## config.mk

```make
export PLATFORM = sky130hd
export DESIGN_NAME = crsf_frame_checker_core
export DESIGN_NICKNAME = d
export VERILOG_FILES = /design/src/crsf_fc_pkg.sv /design/src/crsf_frame_checker_core.sv
export SDC_FILE = /design/constraint.sdc
export NUM_CORES = 1
export LEC_CHECK = 0
export BUFFER_PORTS_ARGS = -buffer_cell sky130_fd_sc_hd__buf_2
export CAP_MARGIN = 20
export CELL_PAD_IN_SITES_DETAIL_PLACEMENT = 0
export CELL_PAD_IN_SITES_GLOBAL_PLACEMENT = 2
export CORE_ASPECT_RATIO = 1.75
export CORE_MARGIN = 2
export CORE_UTILIZATION = 41
export DETAILED_ROUTE_END_ITERATION = 10
export GPL_ROUTABILITY_DRIVEN = 0
export PLACE_DENSITY_LB_ADDON = 0.1
export SYNTH_ARGS = -nofsm -noshare
export SYNTH_HDL_FRONTEND = slang
export SYNTH_SLANG_ARGS = --single-unit
```

## constraint.sdc

```tcl
create_clock -name clk_i -period 5.8 [get_ports clk_i]
set_clock_uncertainty 0.2 [all_clocks]
set_input_delay 1.74 -clock clk_i [delete_from_list [all_inputs] [get_ports clk_i]]
set_output_delay 1.74 -clock clk_i [all_outputs]
set_load 0.1 [all_outputs]
```

## src/crsf_fc_pkg.sv

```systemverilog
// Shared constants, codes and the CRC-8 step for the frame checker.
`default_nettype none
package crsf_fc_pkg;

  localparam int unsigned MaxPayload  = 60;
  localparam int unsigned ModeTextMax = 16;

  localparam logic [7:0] CrcPoly = 8'hD5;

  localparam logic [7:0] MinPlenGps      = 8'd15;
  localparam logic [7:0] MinPlenBattery  = 8'd8;
  localparam logic [7:0] MinPlenAttitude = 8'd6;
  localparam logic [7:0] MinPlenLink     = 8'd10;

  localparam logic [7:0] CharNul = 8'h00;
  localparam logic [7:0] CharA   = 8'h41;
  localparam logic [7:0] CharR   = 8'h52;
  localparam logic [7:0] CharM   = 8'h4D;
  localparam logic [7:0] CharS   = 8'h53;
  localparam logic [7:0] CharI   = 8'h49;
  localparam logic [7:0] CharD   = 8'h44;

  typedef enum logic [2:0] {
    StHandled   = 3'd0,
    StPlenShort = 3'd1,
    StUnknown   = 3'd2,
    StBufShort  = 3'd3,
    StBadSync   = 3'd4,
    StBadSize   = 3'd5,
    StTruncated = 3'd6,
    StCrcBad    = 3'd7
  } status_e;

  typedef enum logic [2:0] {
    RegSyncA     = 3'd0,
    RegSyncB     = 3'd1,
    RegSyncC     = 3'd2,
    RegGpsType   = 3'd3,
    RegBattType  = 3'd4,
    RegLinkType  = 3'd5,
    RegAttType   = 3'd6,
    RegModeType  = 3'd7
  } reg_idx_e;

  // One byte of CRC-8 DVB-S2, MSB first, no reflection.
  function automatic logic [7:0] crc8_step(input logic [7:0] crc, input logic [7:0] d);
    logic [7:0] c;
    c = crc ^ d;
    for (int i = 0; i < 8; i++) begin
      c = c[7] ? ({c[6:0], 1'b0} ^ CrcPoly) : {c[6:0], 1'b0};
    end
    return c;
  endfunction

endpackage
`default_nettype wire

```

## src/crsf_frame_checker_core.sv

```systemverilog
// Top level: byte-serial telemetry frame checker with CRC-8 and type classification.
//
// Usage:
//  - Slave stream (s_axis_*): one buffer byte per transaction in tdata, tlast on
//    the final byte of the buffer. Every byte is checked as it arrives: sync code
//    at position 0, size at 1, type at 2, CRC over positions 2..size, and a text
//    scan for the arm state over the first payload bytes of mode frames.
//  - Master stream (m_axis_*): one result transaction per buffer, produced by the
//    byte that carries tlast. Non-final bytes produce nothing.
//  - Config channel (cfg_*): always ready; index selects one of eight 8-bit
//    registers. Write only while no buffer is in flight.
//  - Output: each result is registered; it waits in the skid register on a stall.
//  - Throughput: one byte per cycle while tready is high, set by a single bitwise
//    CRC-8 step plus a few byte compares between the frame state registers.
//  - Stall: a result register plus one skid register decouple the two sides; the
//    slave side drops tready only while both hold a result.
//  - Reset: clears the frame state, the armed flag and the valid flags of both output
//    stages, and loads the registers with their default codes.
`default_nettype none
module crsf_frame_checker_core
  import crsf_fc_pkg::*;
(
  input  wire logic        clk_i,
  input  wire logic        rst_ni,
  // slave stream
  input  wire logic        s_axis_tvalid,
  output logic             s_axis_tready,
  input  wire logic [7:0]  s_axis_tdata,   // [7:0] data_byte
  input  wire logic        s_axis_tlast,   // last_byte
  // master stream
  output logic             m_axis_tvalid,
  input  wire logic        m_axis_tready,
  output logic [23:0]      m_axis_tdata,   // [2:0] status, [3] accepted,
                                           // [11:4] msg_type, [17:12] payload_length,
                                           // [18] armed, [23:19] zero
  // configuration writes
  input  wire logic        cfg_valid_i,
  output logic             cfg_ready_o,
  input  wire logic [2:0]  cfg_index_i,
  input  wire logic [7:0]  cfg_data_i
);

  localparam logic [8:0] SizeMax     = 9'(MaxPayload + 2);
  localparam logic [7:0] TextMax     = 8'(ModeTextMax);
  localparam logic [7:0] PosSat      = 8'hFF;

  // Configuration registers.
  logic [7:0] sync_a_q, sync_b_q, sync_c_q;
  logic [7:0] gps_q, batt_q, link_q, att_q, mode_q;

  assign cfg_ready_o = 1'b1;

  always_ff @(posedge clk_i or negedge rst_ni) begin
    if (!rst_ni) begin
      sync_a_q <= 8'd200;
      sync_b_q <= 8'd200;
      sync_c_q <= 8'd234;
      gps_q    <= 8'd2;
      batt_q   <= 8'd8;
      link_q   <= 8'd20;
      att_q    <= 8'd30;
      mode_q   <= 8'd33;
    end else if (cfg_valid_i) begin
      unique case (reg_idx_e'(cfg_index_i))
        RegSyncA:    sync_a_q <= cfg_data_i;
        RegSyncB:    sync_b_q <= cfg_data_i;
        RegSyncC:    sync_c_q <= cfg_data_i;
        RegGpsType:  gps_q    <= cfg_data_i;
        RegBattType: batt_q   <= cfg_data_i;
        RegLinkType: link_q   <= cfg_data_i;
        RegAttType:  att_q    <= cfg_data_i;
        RegModeType: mode_q   <= cfg_data_i;
        default: ;
      endcase
    end
  end

  // Frame state.
  logic [7:0] pos_q, pos_d;
  logic [7:0] size_q, size_d;
  logic [7:0] type_q, type_d;
  logic [7:0] crc_q, crc_d;
  logic       sync_ok_q, sync_ok_d;
  logic       crc_ok_q, crc_ok_d;
  logic [7:0] win_q [5];
  logic [7:0] win_d [5];
  logic       arm_q, arm_d;
  logic       disarm_q, disarm_d;
  logic       txt_end_q, txt_end_d;
  logic       armed_q, armed_d;

  // Output stages.
  logic        out_valid_q, skid_valid_q;
  logic [23:0] out_data_q, skid_data_q;

  logic       in_acc;
  logic       produce;
  logic [7:0] d;
  logic [7:0] text_lim;
  logic [7:0] plen_full;
  logic       scan_en;
  status_e    status;
  logic [7:0] plen;
  logic [23:0] res_data;

  assign s_axis_tready = !skid_valid_q;
  assign in_acc  = s_axis_tvalid && s_axis_tready;
  assign produce = in_acc && s_axis_tlast;
  assign d       = s_axis_tdata;

  assign plen_full = size_q - 8'd2;
  assign text_lim  = (plen_full > TextMax) ? TextMax : plen_full;
  assign scan_en   = (pos_q >= 8'd3) && (size_q >= 8'd2) && !txt_end_q &&
                     ((pos_q - 8'd3) < text_lim);

  // Advance the frame state by one byte.
  always_comb begin
    pos_d     = pos_q;
    size_d    = size_q;
    type_d    = type_q;
    crc_d     = crc_q;
    sync_ok_d = sync_ok_q;
    crc_ok_d  = crc_ok_q;
    win_d     = win_q;
    arm_d     = arm_q;
    disarm_d  = disarm_q;
    txt_end_d = txt_end_q;
    if (pos_q != PosSat) begin
      if (pos_q == 8'd0) begin
        sync_ok_d = (d == sync_a_q) || (d == sync_b_q) || (d == sync_c_q);
      end else if (pos_q == 8'd1) begin
        size_d = d;
      end else begin
        if (pos_q == 8'd2) begin
          type_d = d;
        end
        if (pos_q <= size_q) begin
          crc_d = crc8_step(crc_q, d);
        end else if ({1'b0, pos_q} == {1'b0, size_q} + 9'd1) begin
          crc_ok_d = (d == crc_q);
        end
        if (scan_en) begin
          if (d == CharNul) begin
            txt_end_d = 1'b1;
          end else begin
            if (d == CharM && win_q[0] == CharR && win_q[1] == CharA) begin
              arm_d = 1'b1;
              if (win_q[2] == CharS && win_q[3] == CharI && win_q[4] == CharD) begin
                disarm_d = 1'b1;
              end
            end
            win_d[4] = win_q[3];
            win_d[3] = win_q[2];
            win_d[2] = win_q[1];
            win_d[1] = win_q[0];
            win_d[0] = d;
          end
        end
      end
      pos_d = pos_q + 8'd1;
    end
  end

  // Classify the buffer from the state after its last byte.
  always_comb begin
    plen    = 8'd0;
    armed_d = armed_q;
    priority if (pos_d < 8'd4) begin
      status = StBufShort;
    end else if (!sync_ok_d) begin
      status = StBadSync;
    end else if (size_d < 8'd2 || {1'b0, size_d} > SizeMax) begin
      status = StBadSize;
    end else if ({1'b0, pos_d} < {1'b0, size_d} + 9'd2) begin
      status = StTruncated;
    end else if (!crc_ok_d) begin
      status = StCrcBad;
    end else begin
      plen = size_d - 8'd2;
      priority if (type_d == gps_q) begin
        status = (plen >= MinPlenGps) ? StHandled : StPlenShort;
      end else if (type_d == batt_q) begin
        status = (plen >= MinPlenBattery) ? StHandled : StPlenShort;
      end else if (type_d == att_q) begin
        status = (plen >= MinPlenAttitude) ? StHandled : StPlenShort;
      end else if (type_d == link_q) begin
        status = (plen >= MinPlenLink) ? StHandled : StPlenShort;
      end else if (type_d == mode_q) begin
        status  = StHandled;
        armed_d = arm_d && !disarm_d;
      end else begin
        status = StUnknown;
      end
    end
  end

  assign res_data = {5'd0, armed_d, plen[5:0], type_d,
                     (status == StHandled) || (status == StPlenShort), status};

  always_ff @(posedge clk_i or negedge rst_ni) begin
    if (!rst_ni) begin
      pos_q     <= '0;
      size_q    <= '0;
      type_q    <= '0;
      crc_q     <= '0;
      sync_ok_q <= 1'b0;
      crc_ok_q  <= 1'b0;
      win_q     <= '{default: '0};
      arm_q     <= 1'b0;
      disarm_q  <= 1'b0;
      txt_end_q <= 1'b0;
      armed_q   <= 1'b0;
    end else if (produce) begin
      // Drop all per-buffer state; keep only the armed flag.
      pos_q     <= '0;
      size_q    <= '0;
      type_q    <= '0;
      crc_q     <= '0;
      sync_ok_q <= 1'b0;
      crc_ok_q  <= 1'b0;
      win_q     <= '{default: '0};
      arm_q     <= 1'b0;
      disarm_q  <= 1'b0;
      txt_end_q <= 1'b0;
      armed_q   <= armed_d;
    end else if (in_acc) begin
      pos_q     <= pos_d;
      size_q    <= size_d;
      type_q    <= type_d;
      crc_q     <= crc_d;
      sync_ok_q <= sync_ok_d;
      crc_ok_q  <= crc_ok_d;
      win_q     <= win_d;
      arm_q     <= arm_d;
      disarm_q  <= disarm_d;
      txt_end_q <= txt_end_d;
    end
  end

  // Output register and skid register control.
  always_ff @(posedge clk_i or negedge rst_ni) begin
    if (!rst_ni) begin
      out_valid_q  <= 1'b0;
      skid_valid_q <= 1'b0;
    end else if (!out_valid_q || m_axis_tready) begin
      out_valid_q  <= skid_valid_q || produce;
      skid_valid_q <= 1'b0;
    end else if (produce) begin
      skid_valid_q <= 1'b1;
    end
  end

  always_ff @(posedge clk_i) begin
    if (!out_valid_q || m_axis_tready) begin
      if (skid_valid_q) begin
        out_data_q <= skid_data_q;
      end else if (produce) begin
        out_data_q <= res_data;
      end
    end else if (produce) begin
      skid_data_q <= res_data;
    end
  end

  assign m_axis_tvalid = out_valid_q;
  assign m_axis_tdata  = out_data_q;

  // A held skid result always has an occupied output register ahead of it.
  assert property (@(posedge clk_i) disable iff (!rst_ni)
    skid_valid_q |-> out_valid_q)
    else $error("skid holds a result while the output register is empty");

  // The byte counter restarts after every buffer.
  assert property (@(posedge clk_i) disable iff (!rst_ni)
    produce |=> (pos_q == 8'd0))
    else $error("byte position not cleared after last byte");

  // The accepted flag follows the status code.
  assert property (@(posedge clk_i) disable iff (!rst_ni)
    out_valid_q |-> (out_data_q[3] == (out_data_q[2:0] == StHandled ||
                                       out_data_q[2:0] == StPlenShort)))
    else $error("accepted flag disagrees with status");

  // A payload length is reported only for buffers that passed all frame checks.
  assert property (@(posedge clk_i) disable iff (!rst_ni)
    (out_valid_q && out_data_q[2:0] != StHandled && out_data_q[2:0] != StPlenShort &&
     out_data_q[2:0] != StUnknown) |-> (out_data_q[17:12] == 6'd0))
    else $error("payload length reported for rejected buffer");

  // The armed flag moves only on a buffer that ends.
  assert property (@(posedge clk_i) disable iff (!rst_ni)
    !produce |=> $stable(armed_q))
    else $error("armed flag changed without a finished buffer");

endmodule
`default_nettype wire
```

==> flow_summary.yaml <==
setup_path:
  rrSetupSlack_ns: 0.79
  critPathKind: "reg2reg"
  cp_max_fo: 15
  rr_endpoint: "m_axis_tdata[18]$_DFFE_PP_"
  end_kind: "flop"
  cp.arrival_ns: 5.02
  crit_chain: "inv_1 -> ha_1 -> or4_1 -> mux2i_1 -> inv_1 -> ha_1 -> o21ai_0 -> o21bai_1 -> xnor2_1 -> ha_1 -> nand3_1 -> a21oi_1 -> a211oi_1 -> a211o_1 -> nor4_4 -> nand2b_2 -> a221o_1"
  crit_end: "m_axis_tdata[18]$_DFFE_PP_"
  required_ns: 5.81
  crit_path_frequent_cell: "ha_1"
  crit_path_start_kind: "flop"
  reg2regPathDepth: 17
  critPathMaxStageDelay_ns: 0.62
  crit_start: "pos_q[0]$_DFFE_PN0P_"
  critPathSlowestCell: "or4_1"
  rr_startpoint: "pos_q[0]$_DFFE_PN0P_"
cts:
  cts_setup_buffers: 0
  cts.hold.buffers_added: 0
  clock-root-buffer: "clkbuf_16"
  numCtsBuffers: 17
  htree_levels: 4
  clk_path_buf_depth: 2
  cts_resized: 0
  insertion_delay_ns: 0.46
  cts_tree: "done"
  cts.sinks: 182
  clk_pin_slew_ns: 0.07
timing:
  fmax_ghz: 0.1995
  setup_tns_ns: 0
  post-route-period-util: 0.8644
  rsz0062_at_grt: "false"
  hold_violations: 0
  drv_slew: 0
  fin_crit_ns: 5.014
  setup_slack_ns: 0.7864
  slew_headroom: 0.3336
  tightest_slew_ns: 0.9971
  setup_violations: 0
placement:
  io_buffers: 45
  dp_hpwl_um: 24130
  pre_cts_slack_ns: 0.4962
floorplan:
  die_area_um2: 28300
  rows: 79
  boundaryPins: 52
  die_x_um: 128.0
  start_util: 0.4167
  fp.dieH_um: 221.1
  core-area_um2: 26490
yosys:
  yosysWarnings: 0
  postSynthCellCount: 1076
  synth_compound_area_frac: 0.1173
  synth_top_area_cell: "dfrtp_1"
  avgSynthCellArea_um2: 10.26
  syn_area_um2: 11040
  synth-seq-area-share: 0.4322
  synth_fa_ha_area_frac: 0.04081
  synthMuxAreaShare: 0.1024
  synth-async-reset-ratio: 0.7912
  synth_top_area_frac: 0.2788
  dominantRegCellSynth: "dfrtp_1"
  synth.area.top_cells: "dfrtp_1 28%, edfxtp_1 10%, mux2_2 7.5%, xnor2_1 6.6%, xor2_1 5.4%"
  synth-simple-area-share: 0.1424
  synth_edf_count: 38
  synthXorXnorAreaFrac: 0.1198
  yosys_register_bits: 182
  synth_top_family_by_area: "simple AND/OR/NAND/NOR gates"
  yosysUniqueCellTypes: 74
final_layout:
  most-common-layout-cells: "123 x dfrtp_1, 86 x nand2_1, 83 x xnor2_1, 74 x mux2_2, 68 x xor2_1"
  mostFrequentLayoutCell: "dfrtp_1"
  finalNetCount: 1176
  drive_gt1_frac: 0.2154
  diodes: 0
  syn2layout_area_growth_pct: 11.09
grt:
  gr-total-overflow: 0
  grt_usage: 0.2418
  grt_pass1_vias: 8608
  grt_first_pass_wirelength_um: 51360
  antenna_found_initial: 0
  grt_max_degree: 89
worst_hold_path:
  min_path_type: "reg2reg"
  hold_path_startpoint: "crc_ok_q$_DFFE_PN0P_"
  hold_path_depth: 2
detailed_routing:
  wl_per_cell_um: 22.54
  first_iter_violations: 449
  first_pass_iters: 4
  drc: 0
  routed_wl_um: 32720
  vias: 8170
  ant_nets: 0
  via_per_inst: 5.627
power_and_ir_drop:
  p_comb_frac: 0.314
  pwr-share-clk: 0.271
  power.leakage_nw: 5.070
  p_switching_mw: 1.459
  ir_drop_mv: 0.2499
  p_seq_frac: 0.415
  intPower_mw: 2.663
  swShare: 0.3539
  p_per_area_nw_per_um2: 336.1
run:
  maxCapViolCount: 0
status:
  status: "complete, no violations"
## critical path, delay by kind of cell (launching register included)
kind            cells  cell delay, ns
compound gates      6            1.27
xor+xnor            1            0.10
fa+ha+maj           3            0.83
buf+inv             2            0.23
flops               1            0.56
mux                 1            0.22
simple gates        4            1.38
## registers in the layout (all words and copies together) (netlist names), 8 cells and up
register	cells
size_q	8
pos_q	8
sync_b_q	8
link_q	8
gps_q	8
sync_a_q	8
skid_data_q	19
type_q	8
mode_q	8
win_q	40
att_q	8
m_axis_tdata	19
crc_q	8
sync_c_q	8
batt_q	8
## kinds of logic after synthesis
| kind of cell | count (synthesis) |
|---|---|
| compound gates | 179 |
| xor+xnor | 151 |
| fa+ha+maj | 36 |
| buf+inv | 120 |
| flops | 182 |
| mux | 103 |
| other cells | 2 |
| simple gates | 303 |
## routing by layer
metal / vias up / global-route usage / part of all wire
met1: 4029 / 0.2798 / 0.40
met2: 164 / 0.4287 / 0.52
met5: - / 0 / 0
met3: 70 / 0.03119 / 0.025
li1: 3907 / - / -
met4: 0 / 0.1280 / 0.051
## Yosys cell counts, types with 8 or more instances
library cell and n:
a21o_1 9, a21oi_1 18, a22o_1 12, a31o_2 11
a31oi_1 10, buf_1 10, clkbuf_1 52, dfrtp_1 123
dfstp_2 21, edfxtp_1 38, ha_1 36, inv_1 44
mux2_2 74, mux2i_1 27, nand2_1 87, nand2b_1 8
nand3_1 16, nand4_1 25, nor2_1 60, nor2b_1 13
nor3_1 23, nor4_1 20, o21ai_0 43, o31ai_1 9
o41ai_1 18, or3_1 8, xnor2_1 83, xor2_1 68
## worst min path at each step
| stage | slack (ns) | endpoint |
|---|---|---|
| final | 0.29 | crc_ok_q$_DFFE_PN0P_ |
| after global routing | 0.32 | sync_ok_q$_DFFE_PN0P_ |
| after detailed placement | 0.28 | crc_ok_q$_DFFE_PN0P_ |
| after floorplan | 0.25 | crc_ok_q$_DFFE_PN0P_ |
| after global placement | 0.26 | crc_ok_q$_DFFE_PN0P_ |
| after CTS | 0.29 | crc_ok_q$_DFFE_PN0P_ |
## power by group through the flow
stage               clock network, mW  registers (mW)  logic (mW)
finish                           1.12            1.71        1.30
CTS                              1.15            1.71        1.31
detailed placement                  0            1.74        1.30
global placement                    0            1.73        1.29
global route                     1.19            1.74        1.43
floorplan                           0            1.75       0.938
## cell type report
type | instances | area, um^2
Inverter | 45 | 168.9
Timing Repair Buffer | 88 | 549.3
Sequential cell | 182 | 4771
Fill cell | 2591 | 14230
Clock inverter | 12 | 92.59
Clock buffer | 20 | 466.7
Multi-Input combinational cell | 781 | 5808
Tap cell | 324 | 405.4
## metrics by stage
step	total power [mW]	instance area, um^2	std cells	util	hold slack, ns
3_5_place_dp	3.035	11700	1420	0.4418	0.2774
6_report	4.122	12260	1452	0.4629	0.2913
5_1_grt	4.353	12260	1452	0.4629	0.3165
4_1_cts	4.169	12260	1452	0.4629	0.2925
3_3_place_gp	3.025	11690	1417	0.4411	0.2647
2_1_floorplan	2.683	11060	1083	-	0.2496
(Power assumes the default switching activity.)
